$ cat config.mk
export PLATFORM = sky130hd
export DESIGN_NAME = serial_bcd_real_time_clock
export DESIGN_NICKNAME = d
export VERILOG_FILES = /design/src/rtl/sbrtc_pkg.sv /design/src/rtl/sbrtc_timekeeper.sv /design/src/rtl/serial_bcd_real_time_clock.sv
export SDC_FILE = /design/constraint.sdc
export NUM_CORES = 1
export LEC_CHECK = 0
export BUFFER_PORTS_ARGS = -buffer_cell sky130_fd_sc_hd__buf_2
export CAP_MARGIN = 30
export CORE_MARGIN = 1
export CORE_UTILIZATION = 60
export DETAILED_ROUTE_END_ITERATION = 7
export GPL_TIMING_DRIVEN = 0
export PLACE_DENSITY = 0.88
export REMOVE_ABC_BUFFERS = 1
export SETUP_SLACK_MARGIN = 0.2
export SKIP_LAST_GASP = 1
export SYNTH_ARGS = -nofsm -noshare
export SYNTH_HDL_FRONTEND = slang
export SYNTH_SLANG_ARGS = --single-unit
$ cat constraint.sdc
create_clock -name i_clk -period 8.7 [get_ports i_clk]
set_clock_uncertainty 0.05 [all_clocks]
set_input_delay 0.87 -clock i_clk [delete_from_list [all_inputs] [get_ports i_clk]]
set_output_delay 0.87 -clock i_clk [all_outputs]
set_load 0.01 [all_outputs]
$ cat src/rtl/sbrtc_pkg.sv
package sbrtc_pkg;

    localparam int BYTE_COUNT = 7;
    localparam int IDX_W      = 3;

    localparam logic [IDX_W-1:0] IDX_HOUR = 3'd0;
    localparam logic [IDX_W-1:0] IDX_MIN  = 3'd1;
    localparam logic [IDX_W-1:0] IDX_DAY  = 3'd2;
    localparam logic [IDX_W-1:0] IDX_MON  = 3'd3;
    localparam logic [IDX_W-1:0] IDX_YEAR = 3'd4;
    localparam logic [IDX_W-1:0] IDX_WDAY = 3'd5;
    localparam logic [IDX_W-1:0] IDX_SEC  = 3'd6;

    localparam logic [7:0] FPS_RESET = 8'd50;
    localparam logic [3:0] CMD_READ  = 4'hF;

    typedef enum logic [1:0] {
        PH_IDLE  = 2'd0,
        PH_CMD   = 2'd1,
        PH_READ  = 2'd2,
        PH_WRITE = 2'd3
    } t_phase;

    typedef struct packed {
        logic             tick;
        logic             wr_en;
        logic [IDX_W-1:0] wr_idx;
        logic [7:0]       wr_data;
    } t_tk_ctrl;

    // high digit * 10 + low digit + 1, digits 0..15
    function automatic logic [7:0] bcd_value_inc(input logic [7:0] b);
        logic [7:0] hi;
        hi = {4'd0, b[7:4]};
        return (hi << 3) + (hi << 1) + {4'd0, b[3:0]} + 8'd1;
    endfunction

    // binary 0..99 to two BCD digits, divide by ten via reciprocal
    function automatic logic [7:0] to_bcd(input logic [6:0] v);
        logic [15:0] prod;
        logic [3:0]  q;
        logic [6:0]  r;
        prod = {9'd0, v} * 16'd205;
        q    = prod[14:11];
        r    = v - (7'({3'd0, q}) << 3) - (7'({3'd0, q}) << 1);
        return {q, r[3:0]};
    endfunction

    // returns {carry, next byte}
    function automatic logic [8:0] bcd_step(input logic [7:0] b,
                                            input logic [7:0] ceiling,
                                            input logic [7:0] floor_bcd);
        logic [7:0] v;
        v = bcd_value_inc(b);
        if (v > ceiling) begin
            return {1'b1, floor_bcd};
        end
        return {1'b0, to_bcd(v[6:0])};
    endfunction

endpackage

$ cat src/rtl/sbrtc_timekeeper.sv
module sbrtc_timekeeper
    import sbrtc_pkg::*;
(
    input  logic                        i_clk,
    input  logic                        i_rst_n,
    input  t_tk_ctrl                    i_ctrl,
    input  logic                        i_cfg_we,
    input  logic [7:0]                  i_cfg_data,
    output logic [BYTE_COUNT-1:0][7:0]  o_time_bytes
);

    logic [BYTE_COUNT-1:0][7:0] r_time;
    logic [BYTE_COUNT-1:0][7:0] n_time;
    logic [7:0]                 r_fps;
    logic [7:0]                 r_countdown;
    logic [7:0]                 n_countdown;

    logic [7:0] cnt_dec;
    logic       adv;
    logic [8:0] st_sec, st_min, st_hour, st_day, st_mon;
    logic [7:0] yr_v;
    logic [7:0] yr_m;
    logic [3:0] wd_lo;
    logic [3:0] wd_m;

    assign cnt_dec = r_countdown - 8'd1;
    assign adv     = i_ctrl.tick && (cnt_dec == 8'd0);

    assign st_sec  = bcd_step(r_time[IDX_SEC],  8'd59, 8'h00);
    assign st_min  = bcd_step(r_time[IDX_MIN],  8'd59, 8'h00);
    assign st_hour = bcd_step(r_time[IDX_HOUR], 8'd23, 8'h00);
    assign st_day  = bcd_step(r_time[IDX_DAY],  8'd31, 8'h01);
    assign st_mon  = bcd_step(r_time[IDX_MON],  8'd12, 8'h01);

    assign yr_v = bcd_value_inc(r_time[IDX_YEAR]);
    assign yr_m = (yr_v >= 8'd100) ? yr_v - 8'd100 : yr_v;

    assign wd_lo = r_time[IDX_WDAY][3:0];
    assign wd_m  = (wd_lo >= 4'd14) ? wd_lo - 4'd14 :
                   (wd_lo >= 4'd7)  ? wd_lo - 4'd7  : wd_lo;

    always_comb begin
        n_time      = r_time;
        n_countdown = r_countdown;
        if (i_ctrl.tick) begin
            n_countdown = adv ? r_fps : cnt_dec;
        end
        if (adv) begin
            n_time[IDX_SEC] = st_sec[7:0];
            if (st_sec[8]) begin
                n_time[IDX_MIN] = st_min[7:0];
                if (st_min[8]) begin
                    n_time[IDX_HOUR] = st_hour[7:0];
                    if (st_hour[8]) begin
                        n_time[IDX_WDAY] = {4'd0, wd_m + 4'd1};
                        n_time[IDX_DAY]  = st_day[7:0];
                        if (st_day[8]) begin
                            n_time[IDX_MON] = st_mon[7:0];
                            if (st_mon[8]) begin
                                n_time[IDX_YEAR] = to_bcd(yr_m[6:0]);
                            end
                        end
                    end
                end
            end
        end
        if (i_ctrl.wr_en && (i_ctrl.wr_idx < IDX_W'(BYTE_COUNT))) begin
            n_time[i_ctrl.wr_idx] = i_ctrl.wr_data;
        end
    end

    always_ff @(posedge i_clk) begin
        if (!i_rst_n) begin
            r_time[IDX_HOUR] <= 8'h00;
            r_time[IDX_MIN]  <= 8'h00;
            r_time[IDX_DAY]  <= 8'h01;
            r_time[IDX_MON]  <= 8'h01;
            r_time[IDX_YEAR] <= 8'h00;
            r_time[IDX_WDAY] <= 8'h01;
            r_time[IDX_SEC]  <= 8'h00;
            r_fps            <= FPS_RESET;
            r_countdown      <= FPS_RESET;
        end else begin
            r_time      <= n_time;
            r_countdown <= n_countdown;
            if (i_cfg_we) begin
                r_fps <= i_cfg_data;
            end
        end
    end

    assign o_time_bytes = r_time;

endmodule

$ cat src/rtl/serial_bcd_real_time_clock.sv
// Serial BCD real-time clock. Seven BCD time bytes (hour, minute, day, month,
// year, weekday, second) advance once every frames_per_second frame ticks and
// are read or written over a three-wire serial port that the host bit-bangs
// one port byte at a time. Each input word (tuser 0 = frame tick, 1 = port
// write) produces one output word with the serial output bit and the transfer
// phase after the update. The whole update is a single pass from the state
// registers to the output register, so one word is accepted per clock while
// the output register can drain.
module serial_bcd_real_time_clock
    import sbrtc_pkg::*;
(
    input  logic       i_clk,
    input  logic       i_rst_n,
    input  logic       s_axis_tvalid,
    output logic       s_axis_tready,
    input  logic [7:0] s_axis_tdata,   // [7:0] port_data
    input  logic       s_axis_tuser,   // [0] action
    output logic       m_axis_tvalid,
    input  logic       m_axis_tready,
    output logic [7:0] m_axis_tdata,   // [0] miso, [2:1] transfer_phase, [7:3] zero
    input  logic       i_cfg_valid,
    output logic       o_cfg_ready,
    input  logic [7:0] i_cfg_data      // frames_per_second
);

    t_phase           r_phase, n_phase;
    logic             r_ck_prev, n_ck_prev;
    logic [2:0]       r_cmd_cnt, n_cmd_cnt;
    logic [3:0]       r_cmd_val, n_cmd_val;
    logic [IDX_W-1:0] r_byte_idx, n_byte_idx;
    logic [2:0]       r_bit_idx, n_bit_idx;
    logic [7:0]       r_shift, n_shift;
    logic             r_serial, n_serial;

    logic       r_out_valid;
    logic       r_out_miso;
    t_phase     r_out_phase;

    t_tk_ctrl                   tk_ctrl;
    logic [BYTE_COUNT-1:0][7:0] time_bytes;

    logic       accept;
    logic       port;
    logic       ck, cs, io;
    logic       zero;
    logic       rising, falling;
    logic       cmd_take;
    logic [3:0] cmd_base_val;
    logic [2:0] cmd_base_cnt;
    logic [3:0] cmd_new_val;
    logic [2:0] cmd_new_cnt;
    logic       cmd_done;
    t_phase     cmd_kind;
    logic       last_byte;
    logic [7:0] wr_byte;

    assign s_axis_tready = !r_out_valid || m_axis_tready;
    assign accept        = s_axis_tvalid && s_axis_tready;
    assign port          = accept && s_axis_tuser;
    assign o_cfg_ready   = 1'b1;

    assign ck      = s_axis_tdata[3];
    assign cs      = s_axis_tdata[2];
    assign io      = s_axis_tdata[0];
    assign zero    = (s_axis_tdata == 8'd0);
    assign rising  = !r_ck_prev && ck;
    assign falling = r_ck_prev && !ck;

    assign cmd_take = port && !zero && rising &&
                      (((r_phase == PH_IDLE) && cs) || (r_phase == PH_CMD));
    assign cmd_base_val = (r_phase == PH_IDLE) ? 4'd0 : r_cmd_val;
    assign cmd_base_cnt = (r_phase == PH_IDLE) ? 3'd0 : r_cmd_cnt;
    assign cmd_new_val  = cmd_base_val | (4'(io) << cmd_base_cnt[1:0]);
    assign cmd_new_cnt  = cmd_base_cnt + 3'd1;
    assign cmd_done     = cmd_new_cnt[2];
    assign cmd_kind     = (cmd_new_val == CMD_READ) ? PH_READ : PH_WRITE;

    assign last_byte = (r_byte_idx >= IDX_W'(BYTE_COUNT - 1));
    assign wr_byte   = r_shift | (8'(io) << r_bit_idx);

    // next phase
    always_comb begin
        n_phase = r_phase;
        if (port) begin
            if (zero) begin
                n_phase = PH_IDLE;
            end else begin
                case (r_phase)
                    PH_IDLE: begin
                        if (cs && !ck) begin
                            n_phase = PH_CMD;
                        end else if (cmd_take) begin
                            n_phase = cmd_done ? cmd_kind : PH_CMD;
                        end
                    end
                    PH_CMD: begin
                        if (cmd_take && cmd_done) begin
                            n_phase = cmd_kind;
                        end
                    end
                    PH_READ: begin
                        if (falling && (r_bit_idx == 3'd7) && last_byte) begin
                            n_phase = PH_IDLE;
                        end
                    end
                    PH_WRITE: begin
                        if (rising && (r_bit_idx == 3'd7) && last_byte) begin
                            n_phase = PH_IDLE;
                        end
                    end
                    default: n_phase = PH_IDLE;
                endcase
            end
        end
    end

    // datapath
    always_comb begin
        n_ck_prev       = r_ck_prev;
        n_cmd_cnt       = r_cmd_cnt;
        n_cmd_val       = r_cmd_val;
        n_byte_idx      = r_byte_idx;
        n_bit_idx       = r_bit_idx;
        n_shift         = r_shift;
        n_serial        = r_serial;
        tk_ctrl.tick    = accept && !s_axis_tuser;
        tk_ctrl.wr_en   = 1'b0;
        tk_ctrl.wr_idx  = r_byte_idx;
        tk_ctrl.wr_data = wr_byte;
        if (port) begin
            if (zero) begin
                n_serial  = 1'b0;
                n_ck_prev = 1'b0;
            end else begin
                n_ck_prev = ck;
                if (r_phase == PH_IDLE && cs && !ck) begin
                    n_cmd_cnt = 3'd0;
                    n_cmd_val = 4'd0;
                end
                if (cmd_take) begin
                    n_cmd_cnt = cmd_new_cnt;
                    n_cmd_val = cmd_new_val;
                    if (cmd_done) begin
                        n_byte_idx = '0;
                        n_bit_idx  = 3'd0;
                        if (cmd_kind == PH_WRITE) begin
                            n_shift = 8'd0;
                        end
                    end
                end
                if (r_phase == PH_READ && falling) begin
                    n_serial  = (r_byte_idx < IDX_W'(BYTE_COUNT)) ?
                                time_bytes[r_byte_idx][r_bit_idx] : 1'b0;
                    n_bit_idx = r_bit_idx + 3'd1;
                    if (r_bit_idx == 3'd7) begin
                        n_byte_idx = r_byte_idx + IDX_W'(1);
                    end
                end
                if (r_phase == PH_WRITE && rising) begin
                    n_bit_idx = r_bit_idx + 3'd1;
                    if (r_bit_idx == 3'd7) begin
                        tk_ctrl.wr_en = 1'b1;
                        n_byte_idx    = r_byte_idx + IDX_W'(1);
                        n_shift       = 8'd0;
                    end else begin
                        n_shift = wr_byte;
                    end
                end
            end
        end
    end

    always_ff @(posedge i_clk) begin
        if (!i_rst_n) begin
            r_phase     <= PH_IDLE;
            r_ck_prev   <= 1'b0;
            r_cmd_cnt   <= 3'd0;
            r_cmd_val   <= 4'd0;
            r_byte_idx  <= '0;
            r_bit_idx   <= 3'd0;
            r_shift     <= 8'd0;
            r_serial    <= 1'b0;
            r_out_valid <= 1'b0;
        end else begin
            r_phase    <= n_phase;
            r_ck_prev  <= n_ck_prev;
            r_cmd_cnt  <= n_cmd_cnt;
            r_cmd_val  <= n_cmd_val;
            r_byte_idx <= n_byte_idx;
            r_bit_idx  <= n_bit_idx;
            r_shift    <= n_shift;
            r_serial   <= n_serial;
            if (accept) begin
                r_out_valid <= 1'b1;
            end else if (m_axis_tready) begin
                r_out_valid <= 1'b0;
            end
        end
    end

    always_ff @(posedge i_clk) begin
        if (accept) begin
            r_out_miso  <= n_serial;
            r_out_phase <= n_phase;
        end
    end

    sbrtc_timekeeper u_timekeeper (
        .i_clk        (i_clk),
        .i_rst_n      (i_rst_n),
        .i_ctrl       (tk_ctrl),
        .i_cfg_we     (i_cfg_valid),
        .i_cfg_data   (i_cfg_data),
        .o_time_bytes (time_bytes)
    );

    assign m_axis_tvalid = r_out_valid;
    assign m_axis_tdata  = {5'd0, r_out_phase, r_out_miso};

endmodule
==> reports/results.ini <==
[run_status]
status=finished clean

[synthesis]
yosysTopAreaCell=ha_1
syn_area_um2=13100
synth_top_area_share_pct=26.9
synth_top_flop_cell=dfxtp_1
yosys.area_share.adder_pct=36.0
synth_warnings=0
syn_inst=1493
synth_top_family_by_area=adder cells
synth_xor_area_share_pct=4.68
synthTopCellsByArea=ha_1, dfxtp_1, fa_1
synth_mux_area_share_pct=3.91
synth.most_common_cell=ha_1
ys_async_sr_fraction_pct=0
ys_types=85
ys_seq_elements=101
synth_common_cells=ha_1, inv_1, dfxtp_1
synth_compound_area_share_pct=18.1
seq_area_frac_synth_pct=15.6
synth-edff-count=3
synth-simple-area-share_pct=14.4
avgSynthCellArea_um2=8.79

[cts]
h-tree-depth=3
cts_root_buf=clkbuf_16
cts.clk_slew.worst_paths_ns=0.08
cts_tree=done
numCtsBuffers=9
postCtsHoldBufs=0
insertion_delay_ns=0.35
clockBufferDepth=2
cts.sinks=101

[sta]
fin_crit_sh_pct=91.9
whs_ns=0.409
min_period_ns=7.99
max_freq_mhz=125
hold_violations=0
final-setup-viol-count=0
rsz0062_at_grt=false
fin_ws_ns=0.705
drv_slew=0
relSlewSlack_pct=26.5
worst_pin_slew_ns=1.09
setup_tns_ns=0

[grt]
gr-usage-met2_pct=49.8
grt_pass1_vias=10900
grt_pass1_wl_um=50500
grt_max_degree=42
use_met1_pct=33.7
track_usage_pct=27.3
antenna_found_initial=0
grt_use_met3_pct=2.87
grt_overflow_total=0
grt_busiest_layer=met2

[final_layout]
n_antenna_cell=0
drive_gt1_share_pct=7.03
area_growth_pct=5.10
multi_input_area_um2=10200
ff_latch_area_um2=2050
final_util_pct=65.0
nFillCells=1649
finalInstanceArea_um2=13800
nNetsFinal=1852

[critical_path]
crit_fanout=5
rr_worst_depth=29
worstSetupEndpointType=flop
crit_buf_inv=5
cpMaxStageDelayCell=fa_1
worstSetupPathType=flop to flop
critPathTopFamily=adder cells
startpoint_type=flop
r2r-start=u_timekeeper.o_time_bytes[35]
ff2ff_setup_slack_ns=0.71
required_ns=8.92
worstReg2RegEnd=u_timekeeper.o_time_bytes[35]
critPathMaxStageDelay_ns=0.54
cp_data_arrival_time_ns=8.21

[placed_design]
dp_hpwl_um=23900
pre_cts_ws_ns=0.789
port_buffers=26
finalWeightedCongestion=0.910
postPlaceCellArea_um2=13500

[worst_hold_path]
holdPathStages=2
hold_start=r_cmd_cnt[2]
hold_path.class=flop to flop
holdPathEnd=r_cmd_cnt[2]

[drt]
vias=11000
wl_per_cell_um=17.0
antenna_violating_nets_post_route=0
drc=0
viasPerCell=6.24
first_iter_violations=838
wl_um=30100
first_pass_iters=5

[flow_run]
drv_cap=0

[floorplanning]
core_area_um2=21200
die_y_um=150
start_util_pct=61.8
die-area_um2=22500
die_w_um=150
rows=53
io_pins=33

[pwr]
cellLeakagePower_nw=7.10
irDropWorstVdd_uv=134
power_density_nw_per_um2=66.9

flip-flops by register name, summed over array words and instances (netlist names), 2 cells and up:
name,count
r_bit_idx,3
r_byte_idx,3
r_cmd_cnt,3
r_cmd_val,4
r_out_phase,2
r_phase,2
r_shift,8
u_timekeeper.o_time_bytes,56
u_timekeeper.r_countdown,8
u_timekeeper.r_fps,8
cell families after synthesis:
group	count (synthesis)
adders and majority gates	342
DFF	101
xor gates and xnor gates	67
other	2
and+or+nand+nor	360
buffers and inverters	238
AOI/OAI and AO/OA	344
muxes	39
power by group:
part / switching, W / internal (W)
combinational: 0.0000305 / 0.0000165
clock: 0.000191 / 0.000209
sequential: 0.00000491 / 0.000470
total: 0.000227 / 0.000695
layer usage:
layer / wire, um / up-vias / share of wire (%)
met2: 15400 / 367 / 51
li1: - / 5350 / -
met3: 1710 / 66 / 5.7
met4: 659 / 0 / 2.2
met5: 0 / - / 0
met1: 12400 / 5255 / 41
worst min-delay path, stage by stage (launching register included):
cell and delay [ns]:
dfxtp_1 0.31, nand2_1 0.05, a21oi_1 0.05
per-stage QoR:
stage	power, W	instances
detailed placement	0.000531	1750
global route	0.000944	1768
finish	0.000922	1768
CTS	0.000919	1766
global placement	0.000528	1742
floorplan	0.000511	1441
cell usage in the layout (no fill, tap or decap), types with 22 or more instances in the layout:
cell,n
a21oi_1,86
nand2_1,89
nand3_1,26
a211oi_1,41
inv_1,180
dfxtp_1,98
fa_1,60
nor2_1,82
xor2_1,23
buf_2,28
mux2i_1,22
ha_1,282
o21ai_0,47
nor2b_1,23
xnor2_1,41
a21o_1,22
how the worst max path moves through the flow:
stage / start / endpoint / slack (ns) / cells after the start
6_report: u_timekeeper.o_time_bytes[35] / u_timekeeper.o_time_bytes[35] / 0.71 / 29
2_1_floorplan: u_timekeeper.o_time_bytes[36] / u_timekeeper.o_time_bytes[35] / 1.66 / 29
3_5_place_dp: u_timekeeper.o_time_bytes[35] / u_timekeeper.o_time_bytes[35] / 0.79 / 29
4_1_cts: u_timekeeper.o_time_bytes[35] / u_timekeeper.o_time_bytes[35] / 0.76 / 29
5_1_grt: u_timekeeper.o_time_bytes[35] / u_timekeeper.o_time_bytes[35] / 0.27 / 29
3_3_place_gp: u_timekeeper.o_time_bytes[36] / u_timekeeper.o_time_bytes[35] / 0.96 / 29
layout make-up:
| cell class | instances | share of cell area (%) |
|---|---|---|
| clock buffers | 11 | 1.76 |
| clock inverters | 5 | 0.390 |
| inverters | 182 | 4.95 |
| multi-input cells | 1158 | 73.7 |
| flip-flops and latches | 101 | 14.9 |
| well taps | 275 | 2.50 |
| repair buffers | 36 | 1.83 |
what timing repair did:
item / in CTS / in global routing
setup endpoints to repair: 0 / 1
resized for setup: 0 / 1
buffers inserted: 0 / 0
No activity file was read; power rests on OpenSTA's default activity.
